<file path="src/sv/hfr_pkg.sv">
// Shared types and constants for the host frame receiver.
// No dependencies.
`default_nettype none
package hfr_pkg;

  localparam logic [3:0] PH_PRE     = 4'd0;
  localparam logic [3:0] PH_SC1     = 4'd1;
  localparam logic [3:0] PH_SC2     = 4'd2;
  localparam logic [3:0] PH_LENH    = 4'd3;
  localparam logic [3:0] PH_LENL    = 4'd4;
  localparam logic [3:0] PH_LCS     = 4'd5;
  localparam logic [3:0] PH_ACKPOST = 4'd6;
  localparam logic [3:0] PH_DATA    = 4'd7;
  localparam logic [3:0] PH_DCS     = 4'd8;
  localparam logic [3:0] PH_POST    = 4'd9;

  localparam logic [2:0] V_OK       = 3'd0;
  localparam logic [2:0] V_ACK      = 3'd1;
  localparam logic [2:0] V_LCS_BAD  = 3'd2;
  localparam logic [2:0] V_DCS_BAD  = 3'd3;
  localparam logic [2:0] V_TOO_LONG = 3'd4;

  localparam logic [7:0]  BYTE_ZERO   = 8'h00;
  localparam logic [7:0]  BYTE_FF     = 8'hFF;
  localparam logic [15:0] MAX_LEN_RST = 16'd256;

  typedef struct packed {
    logic [7:0]  data_byte;
    logic        end_of_frame;
    logic [2:0]  verdict;
    logic [15:0] frame_length;
  } hfr_res_t;

  typedef struct packed {
    logic     valid;
    hfr_res_t res;
  } hfr_beat_t;

endpackage
`default_nettype wire

</file>
<file path="src/sv/hfr_parse.sv">
// Frame parser: phase machine, length and checksum tracking, per-beat result.
// Depends on hfr_pkg.
`default_nettype none
module hfr_parse import hfr_pkg::*; (
  input  wire logic        clk,
  input  wire logic        rst_n,
  input  wire logic        accept,
  input  wire logic [7:0]  rx_byte,
  input  wire logic [15:0] max_len,
  output hfr_beat_t        beat
);

  logic [3:0]  phase_r, phase_nxt;
  logic [15:0] len_r, len_nxt;
  logic [15:0] remain_r, remain_nxt;
  logic [7:0]  sum_r, sum_nxt;
  logic [2:0]  pend_r, pend_nxt;
  logic [7:0]  lcs_chk;
  logic [7:0]  dcs_chk;

  assign lcs_chk = rx_byte + len_r[15:8] + len_r[7:0];
  assign dcs_chk = rx_byte + sum_r;

  always_comb begin
    phase_nxt  = phase_r;
    len_nxt    = len_r;
    remain_nxt = remain_r;
    sum_nxt    = sum_r;
    pend_nxt   = pend_r;
    beat       = '0;
    unique case (phase_r)
      PH_SC1: begin
        phase_nxt = (rx_byte == BYTE_ZERO) ? PH_SC2 : PH_PRE;
      end
      PH_SC2: begin
        if (rx_byte == BYTE_FF) begin
          phase_nxt = PH_LENH;
        end else if (rx_byte != BYTE_ZERO) begin
          phase_nxt = PH_PRE;
        end
      end
      PH_LENH: begin
        len_nxt   = {rx_byte, BYTE_ZERO};
        phase_nxt = PH_LENL;
      end
      PH_LENL: begin
        len_nxt   = {len_r[15:8], rx_byte};
        phase_nxt = PH_LCS;
      end
      PH_LCS: begin
        if (len_r == 16'd0 && rx_byte == BYTE_FF) begin
          phase_nxt = PH_ACKPOST;
        end else if (lcs_chk != BYTE_ZERO) begin
          beat.valid            = 1'b1;
          beat.res.end_of_frame = 1'b1;
          beat.res.verdict      = V_LCS_BAD;
          beat.res.frame_length = len_r;
          phase_nxt             = PH_PRE;
        end else if (len_r > max_len) begin
          beat.valid            = 1'b1;
          beat.res.end_of_frame = 1'b1;
          beat.res.verdict      = V_TOO_LONG;
          beat.res.frame_length = len_r;
          phase_nxt             = PH_PRE;
        end else begin
          sum_nxt    = BYTE_ZERO;
          remain_nxt = len_r;
          phase_nxt  = (len_r == 16'd0) ? PH_DCS : PH_DATA;
        end
      end
      PH_ACKPOST: begin
        beat.valid            = 1'b1;
        beat.res.end_of_frame = 1'b1;
        beat.res.verdict      = V_ACK;
        phase_nxt             = PH_PRE;
      end
      PH_DATA: begin
        sum_nxt            = sum_r + rx_byte;
        remain_nxt         = remain_r - 16'd1;
        beat.valid         = 1'b1;
        beat.res.data_byte = rx_byte;
        if (remain_r == 16'd1) begin
          phase_nxt = PH_DCS;
        end
      end
      PH_DCS: begin
        pend_nxt  = (dcs_chk == BYTE_ZERO) ? V_OK : V_DCS_BAD;
        phase_nxt = PH_POST;
      end
      PH_POST: begin
        beat.valid            = 1'b1;
        beat.res.end_of_frame = 1'b1;
        beat.res.verdict      = pend_r;
        beat.res.frame_length = len_r;
        phase_nxt             = PH_PRE;
      end
      default: begin
        phase_nxt = (rx_byte == BYTE_ZERO) ? PH_SC1 : PH_PRE;
      end
    endcase
    if (!accept) begin
      beat.valid = 1'b0;
    end
  end

  always_ff @(posedge clk) begin
    if (!rst_n) begin
      phase_r  <= PH_PRE;
      len_r    <= '0;
      remain_r <= '0;
      sum_r    <= '0;
      pend_r   <= V_OK;
    end else if (accept) begin
      phase_r  <= phase_nxt;
      len_r    <= len_nxt;
      remain_r <= remain_nxt;
      sum_r    <= sum_nxt;
      pend_r   <= pend_nxt;
    end
  end

endmodule
`default_nettype wire

</file>
<file path="src/sv/hfr_out_buf.sv">
// Result register with one skid entry between parser and output channel.
// Depends on hfr_pkg.
`default_nettype none
module hfr_out_buf import hfr_pkg::*; (
  input  wire logic      clk,
  input  wire logic      rst_n,
  input  wire hfr_beat_t push,
  output logic           full,
  output logic           out_valid,
  input  wire logic      out_stall,
  output hfr_res_t       out_res
);

  logic     main_v_r, main_v_nxt;
  logic     skid_v_r, skid_v_nxt;
  hfr_res_t main_d_r, skid_d_r;
  logic     pop;
  logic     load_main_push, load_main_skid, load_skid;

  assign pop       = main_v_r & ~out_stall;
  assign full      = skid_v_r;
  assign out_valid = main_v_r;
  assign out_res   = main_d_r;

  always_comb begin
    main_v_nxt     = main_v_r;
    skid_v_nxt     = skid_v_r;
    load_main_push = 1'b0;
    load_main_skid = 1'b0;
    load_skid      = 1'b0;
    if (skid_v_r) begin
      if (pop) begin
        load_main_skid = 1'b1;
        skid_v_nxt     = 1'b0;
      end
    end else if (!main_v_r || pop) begin
      main_v_nxt     = push.valid;
      load_main_push = push.valid;
    end else if (push.valid) begin
      skid_v_nxt = 1'b1;
      load_skid  = 1'b1;
    end
  end

  always_ff @(posedge clk) begin
    if (!rst_n) begin
      main_v_r <= 1'b0;
      skid_v_r <= 1'b0;
    end else begin
      main_v_r <= main_v_nxt;
      skid_v_r <= skid_v_nxt;
    end
  end

  always_ff @(posedge clk) begin
    if (load_main_push) begin
      main_d_r <= push.res;
    end else if (load_main_skid) begin
      main_d_r <= skid_d_r;
    end
    if (load_skid) begin
      skid_d_r <= push.res;
    end
  end

endmodule
`default_nettype wire

</file>
<file path="src/sv/host_frame_receiver.sv">
// Host frame receiver top level: deframes received bytes, at most one beat per cycle.
// Each result is registered in the output buffer before it reaches the output.
// Throughput: one byte per cycle; input stalls only when the skid entry is full.
// Reset (synchronous, rst_n low): preamble hunt, counters and sums cleared,
// output empty, max_len_r back to 256.
// Depends on hfr_pkg, hfr_parse, hfr_out_buf.
`default_nettype none
module host_frame_receiver import hfr_pkg::*; (
  input  wire logic        clk,
  input  wire logic        rst_n,
  input  wire logic        in_valid,
  output logic             in_stall,
  input  wire logic [7:0]  in_rx_byte,
  output logic             out_valid,
  input  wire logic        out_stall,
  output logic [7:0]       out_data_byte,
  output logic             out_end_of_frame,
  output logic [2:0]       out_verdict,
  output logic [15:0]      out_frame_length,
  input  wire logic        cfg_wr_en,
  input  wire logic [15:0] cfg_wr_data
);

  logic [15:0] max_len_r;
  logic        buf_full;
  logic        accept;
  hfr_beat_t   beat;
  hfr_res_t    res;

  assign in_stall = buf_full;
  assign accept   = in_valid & ~buf_full;

  always_ff @(posedge clk) begin
    if (!rst_n) begin
      max_len_r <= MAX_LEN_RST;
    end else if (cfg_wr_en) begin
      max_len_r <= cfg_wr_data;
    end
  end

  hfr_parse u_parse (
    .clk     (clk),
    .rst_n   (rst_n),
    .accept  (accept),
    .rx_byte (in_rx_byte),
    .max_len (max_len_r),
    .beat    (beat)
  );

  hfr_out_buf u_out_buf (
    .clk       (clk),
    .rst_n     (rst_n),
    .push      (beat),
    .full      (buf_full),
    .out_valid (out_valid),
    .out_stall (out_stall),
    .out_res   (res)
  );

  assign out_data_byte    = res.data_byte;
  assign out_end_of_frame = res.end_of_frame;
  assign out_verdict      = res.verdict;
  assign out_frame_length = res.frame_length;

endmodule
`default_nettype wire
</file>
<file path="config.mk">
export PLATFORM = sky130hd
export DESIGN_NAME = host_frame_receiver
export DESIGN_NICKNAME = d
export VERILOG_FILES = /design/src/sv/hfr_pkg.sv /design/src/sv/hfr_parse.sv /design/src/sv/hfr_out_buf.sv /design/src/sv/host_frame_receiver.sv
export SDC_FILE = /design/constraint.sdc
export NUM_CORES = 1
export LEC_CHECK = 0
export ABC_AREA = 1
export BUFFER_PORTS_ARGS = -buffer_cell sky130_fd_sc_hd__buf_2
export CAP_MARGIN = 20
export CORE_ASPECT_RATIO = 1.1
export CORE_MARGIN = 1.5
export CORE_UTILIZATION = 40
export CTS_BUF_LIST = sky130_fd_sc_hd__clkbuf_4 sky130_fd_sc_hd__clkbuf_8
export DETAILED_ROUTE_END_ITERATION = 7
export SYNTH_ARGS = -nofsm -noshare
export SYNTH_HDL_FRONTEND = slang
export SYNTH_SLANG_ARGS = --single-unit
</file>
<file path="constraint.sdc">
create_clock -name clk -period 3.6 [get_ports clk]
set_input_delay 0.18 -clock clk [delete_from_list [all_inputs] [get_ports clk]]
set_output_delay 0.18 -clock clk [all_outputs]
set_load 0.01 [all_outputs]
</file>
Word level (Yosys, flattened, before mapping)
Cells that the tools add are included.
{"block": "totals", "reg_bits": 121, "inputBits": 29, "output_inout_bits": 30, "wordCells": 104}
{"block": "classes", "add_sub_neg": 4, "n_lt_le_gt_ge": 1, "eq_ne": 16, "muxes": 42, "bitwise_logic": 5, "reduce_logical": 19}
{"op": "case mux 16 bit (2 select lines)", "n": 3}
{"op": "2-to-1 mux 20 bit", "n": 3}
{"op": "2-to-1 mux 28 bit", "n": 2}
{"op": "2-to-1 mux 16 bit", "n": 3}
{"op": "2-to-1 mux 8 bit", "n": 4}
{"op": "case mux 4 bit (8 select lines)", "n": 1}
{"op": "2-to-1 mux 4 bit", "n": 7}
{"op": "adder 8 bit", "n": 3}
{"op": "== test 16 x 1 -> 1 bit, second input constant", "n": 1}
{"op": "== test 4 x 3 -> 1 bit, second input constant", "n": 4}
{"op": "> comparator 16 bit", "n": 1}
{"op": "zero test 16 bit", "n": 1}
{"op": "zero test 8 bit", "n": 2}
{"op": "case mux 8 bit (2 select lines)", "n": 1}
{"op": "nonzero test 8 bit", "n": 2}
{"op": "subtractor 16 x 1 -> 16 bit, second input constant", "n": 1}
{"op": "2-to-1 mux 1 bit", "n": 14}
{"op": "case mux 4 bit (3 select lines)", "n": 1}
{"op": "== test 4 x 2 -> 1 bit, second input constant", "n": 2}
{"op": "== test 4 bit, second input constant", "n": 2}
{"op": "== test 8 bit, second input constant", "n": 1}
{"op": "inequality test 2 bit, second input constant", "n": 3}
{"op": "AND reduction 2 bit", "n": 3}
{"op": "AND reduction 3 bit", "n": 2}
{"op": "other kinds (14)", "n": 20}

Logic depth before layout (Yosys ltp)
{"block": "depth", "depth_word": 10, "ltp_mapped": 20, "depth_no_buf": 19}

By module
A second synthesis with hierarchy kept.
{"block": "unflattened", "hier_cells": 916, "area_unflattened_um2": 6965.4}
{"mod": "hfr_parse", "instances": 1, "cells_each": 644, "area_each_um2": 4071.4, "seq_area_each_um2": 900.9}
{"mod": "hfr_out_buf", "instances": 1, "cells_each": 170, "area_each_um2": 2214.6, "seq_area_each_um2": 1721.7}
{"mod": "host_frame_receiver", "instances": 1, "cells_each": 102, "area_each_um2": 679.4, "seq_area_each_um2": 320.3}

Least setup slack after synthesis
OpenSTA, ideal clock, no wires.
{"block": "synth_timing", "path_type": "reg2reg", "startpoint": "reg u_parse.len_r[1]", "endpoint": "reg u_out_buf.main_d_r (netlist bit u_out_buf.out_res[0]) (enable)", "setup_ps": 456, "t_arrival_ps": 3053, "required_ps": 3144, "slack_ps": 91, "path_stages_with_launch": 17, "n_path_buf": 1, "synth_period_minus_slack_ps": 3509, "cell_sequence": "dfxtp_1 fa_1 ha_1 inv_1 fa_1 inv_1 nand3_1 nand2_1 nand2_1 nand4_1 nor2_2 nand2_2 nand2_1 nand3_2 nand3_2 buf_2 o31ai_1"}
{"block": "synth_via", "elab_chain_cells": 9, "word_cells_on_any_way": 13, "classes_between": "add/sub (1); order compare (1); mux (7); reduce/logical (4)"}
{"item": "start: declaration", "line": "hfr_parse.sv:14", "rtl": "logic [15:0] len_r, len_nxt;"}
{"item": "start signal: assignment", "line": "hfr_parse.sv:115", "rtl": "len_r <= len_nxt;"}
{"item": "> comparator 16 bit or adder 8 bit (tied branches)", "line": "hfr_parse.sv:59, hfr_parse.sv:21"}
{"item": "2-to-1 mux 1 bit or nonzero test 8 bit (tied branches)", "line": "hfr_parse.sv:59, hfr_parse.sv:53"}
{"item": "2-to-1 mux 1 bit", "line": "hfr_parse.sv:53", "rtl": "end else if (lcs_chk != BYTE_ZERO) begin"}
{"item": "2-to-1 mux 1 bit *", "line": "hfr_parse.sv:51", "rtl": "if (len_r == 16'd0 && rx_byte == BYTE_FF) begin"}
{"item": "case mux 1 bit (2 select lines) *", "line": "hfr_parse.sv:31", "rtl": "unique case (phase_r)"}
{"item": "2-to-1 mux 1 bit *", "line": "hfr_parse.sv:101", "rtl": "if (!accept) begin"}
{"item": "2-to-1 mux 1 bit *", "line": "hfr_out_buf.sv:36", "rtl": "end else if (!main_v_r || pop) begin"}
{"item": "2-to-1 mux 1 bit *", "line": "hfr_out_buf.sv:31", "rtl": "if (skid_v_r) begin"}
{"item": "nonzero test 2 bit (no source line) *"}
{"item": "end signal: assignment", "line": "hfr_out_buf.sv:57", "rtl": "main_d_r <= push.res;"}
{"item": "end signal: assignment", "line": "hfr_out_buf.sv:59", "rtl": "main_d_r <= skid_d_r;"}
{"item": "end: declaration", "line": "hfr_out_buf.sv:16", "rtl": "hfr_res_t main_d_r, skid_d_r;"}
Mark *: on every way between the ends. The rest lies on a longest branch, timed or not.
A chain may end at the register's enable or synchronous reset.

Final worst setup path
{"block": "layout_timing", "startpoint": "reg u_parse.len_r[0]", "endpoint": "reg u_out_buf.main_d_r (netlist bit u_out_buf.out_res[7]), data pin"}
{"block": "layout_via", "elab_chain_cells": 9, "word_cells_on_any_way": 17, "classes_between": "add/sub (1); order compare (1); mux (12); reduce/logical (3)"}
{"item": "> comparator 16 bit or adder 8 bit (tied branches)", "line": "hfr_parse.sv:59, hfr_parse.sv:21"}
{"item": "2-to-1 mux 1 bit or nonzero test 8 bit (tied branches)", "line": "hfr_parse.sv:59, hfr_parse.sv:53"}
{"item": "2-to-1 mux 1 bit", "line": "hfr_parse.sv:53"}
{"item": "2-to-1 mux 1 bit", "line": "hfr_parse.sv:51"}
{"item": "case mux 1 bit (2 select lines)", "line": "hfr_parse.sv:31"}
{"item": "2-to-1 mux 1 bit", "line": "hfr_parse.sv:101"}
{"item": "2-to-1 mux 1 bit", "line": "hfr_out_buf.sv:36"}
{"item": "2-to-1 mux 1 bit", "line": "hfr_out_buf.sv:31"}
{"item": "2-to-1 mux 28 bit *", "line": "hfr_out_buf.sv:56", "rtl": "if (load_main_push) begin"}
Marked as above.

==> flow_metrics.tcl <==
set metrics [dict create \
    row_count 49 \
    clk_pin_slew_ps 70 \
    clock-sinks 119 \
    drive_gt1_frac 0.143 \
    synth-edff-count 56 \
    htreeDepth 4 \
    violations "DRC" \
    start_util 0.408 \
    track_usage 0.195 \
    routed_wl_mm 16.4 \
    rsz0062_at_grt "no" \
    hpwl_mm 12.1 \
    postCtsHoldBufs 5 \
    grt_pass1_vias 5237 \
    crit_path_end_kind "flip-flop" \
    die_h_um 138 \
    setup_violations 0 \
    worstHoldPathType "primary input to flip-flop" \
    root_buffer "clkbuf_8" \
    syn_nets 911 \
    p_leak_nw 3.51 \
    worst-path-max-fanout 49 \
    via_count 5649 \
    synth_warnings 0 \
    final_antenna_net_count 0 \
    critPathKind "flip-flop to flip-flop" \
    post-route-util 0.474 \
    wl_per_cell_um 14.4 \
    cap_violations 0 \
    max_clock_freq_ghz 0.305 \
    final_cell_mix "nand2_1, inv_1, nor2_1" \
    crit_path_start_kind "flip-flop" \
    cp.required_ps 3790 \
    worst_pin_slew_ps 694 \
    post_synth.cell_area_avg_um2 7.91 \
    hold-worst-slack_ps 15.9 \
    vdd_ir_drop_max_uv 237 \
    die_w_um 126 \
    drv_slew 0 \
    ys.flop_type "dfxtp_1" \
    cts_setup_buffers 0 \
    antenna_found_initial 0 \
    clock_latency_ps 440 \
    fin_crit_sh 0.911 \
    ios 59 \
    numCtsBuffers 17 \
    gp_congestion 0.935 \
    grt_pass1_wl_mm 26.7 \
    gr-total-overflow 0 \
    seq_area_frac_synth 0.442 \
    antennaDiodeCount 0 \
    synthToLayoutAreaGrowth_pct 16.1 \
    setup_tns_ps 0 \
    vias_per_cell 4.96 \
    ys_seq_elements 119 \
    outcome "finished, violations left" \
    final_common_cell "nand2_1" \
    dieArea_um2 17400 \
    core_um2 16300 \
    syn_area_um2 6660 \
    grt_max_degree 50 \
    period_needed_ps 3280 \
    io_buffers 58 \
    yosysUniqueCellTypes 41 \
    dr.first_iter.drc_count 413 \
    drc 3 \
    synthArstFlopShare 0 \
    fillers 1634 \
    power_density_nw_per_um2 365 \
    cts_tree "built" \
    netlist_instances 842 \
    drt-pass1-iter-count 8 \
    finalHoldViolCount 0 \
    cts.repair.resized 0 \
    clk_path_buf_depth 2 \
    slew_headroom 0.537 \
    final_nets 990 \
    cp.arrival_ps 3470 \
    finClkSkew_ps 10.5 \
]
-- registers in the layout, indices dropped and copies added (netlist names) --
| register | flops |
|---|---|
| u_parse.len_r | 16 |
| u_out_buf.out_res | 28 |
| u_out_buf.skid_d_r | 28 |
| u_out_buf.out_valid | 1 |
| u_out_buf.full | 1 |
| u_parse.pend_r | 1 |
| u_parse.sum_r | 8 |
| u_parse.remain_r | 16 |
| u_parse.phase_r | 4 |
| max_len_r | 16 |
-- cell families after synthesis --
kind of cell | after synthesis | share of synthesized area
AND/OR/NAND/NOR | 365 | 0.234
AO/OA/AOI/OAI | 158 | 0.127
buffers and inverters | 145 | 0.0924
flip-flops | 119 | 0.442
adder cells (fa/ha/maj) | 40 | 0.0853
XOR/XNOR | 15 | 0.0197
-- layer usage --
layer  track usage  part of all wire
met4        0.0871             0.030
met1         0.254              0.47
met5             0                 0
met2         0.318              0.46
met3        0.0348             0.040
-- final timing paths --
kind	from	endpoint	slack, ps	depth (start not counted)
setup / recovery	u_parse.len_r[0]$_SDFFE_PN0P_	u_out_buf.out_res[7]$_DFFE_PP_	320	17
hold / removal	cfg_wr_data[15]	max_len_r[15]$_SDFFE_PN0P_	20	3
setup reg to reg	u_parse.len_r[0]$_SDFFE_PN0P_	u_out_buf.out_res[7]$_DFFE_PP_	320	17
hold reg to reg	u_parse.sum_r[6]$_SDFFE_PN0P_	u_parse.sum_r[6]$_SDFFE_PN0P_	470	2
-- critical path, stage by stage, from the launching register on --
cell and delay, ps:
dfxtp_1 350, inv_1 130, fa_1 400, inv_1 60, ha_1 180, inv_1 60, fa_1 430, inv_1 100
nand3_1 90, nand3_1 120, nand4_1 110, nor2_2 130, nand2_2 100, nand2_1 90, nand3_2 90, nand3_2 210
buf_12 250, o21ai_0 110
-- where the power goes --
| part | total (mW) | internal [mW] | switching (mW) |
|---|---|---|---|
| clock | 1.24 | 0.705 | 0.537 |
| combinational | 0.159 | 0.0581 | 0.101 |
| sequential | 1.42 | 1.42 | 0.00464 |
-- area by class of cell --
class	instances	area (um2)	area share
Clock buffer	20	263	0.0340
Clock inverter	12	135	0.0175
Inverter	118	443	0.0573
Multi-Input combinational cell	578	3120	0.403
Sequential cell	119	2940	0.381
Tap cell	204	255	0.0330
Timing Repair Buffer	87	578	0.0747
-- Yosys cell counts (3+ instances only) --
cell type,n,area share
nand2_1,193,0.11
inv_1,113,0.064
nor2_1,88,0.050
a21oi_1,70,0.053
dfxtp_1,63,0.19
edfxtp_1,56,0.25
o21ai_0,42,0.032
nand3_1,39,0.029
ha_1,31,0.058
o21ai_1,28,0.021
nand4_1,15,0.014
clkbuf_1,12,0.0068
fa_1,9,0.027
xor2_1,9,0.012
buf_6,8,0.014
a211oi_1,7,0.0079
nor3_1,7,0.0053
buf_2,6,0.0045
xnor2_1,6,0.0079
nand3b_1,5,0.0056
or2_2,4,0.0038
inv_2,3,0.0017
nand2_2,3,0.0028
nor2_2,3,0.0028
-- through the flow --
stage	area (um2)	power [mW]	setup slack [ps]	std cells
final	7730	2.82	319	1138
after global placement	7260	1.60	357	1100
after global routing	7730	2.93	0.391	1138
after detailed placement	7260	1.60	319	1100
after CTS	7710	2.84	329	1137
after floorplan	6660	1.54	90.5	842
Power figures use the tool's default switching activity.
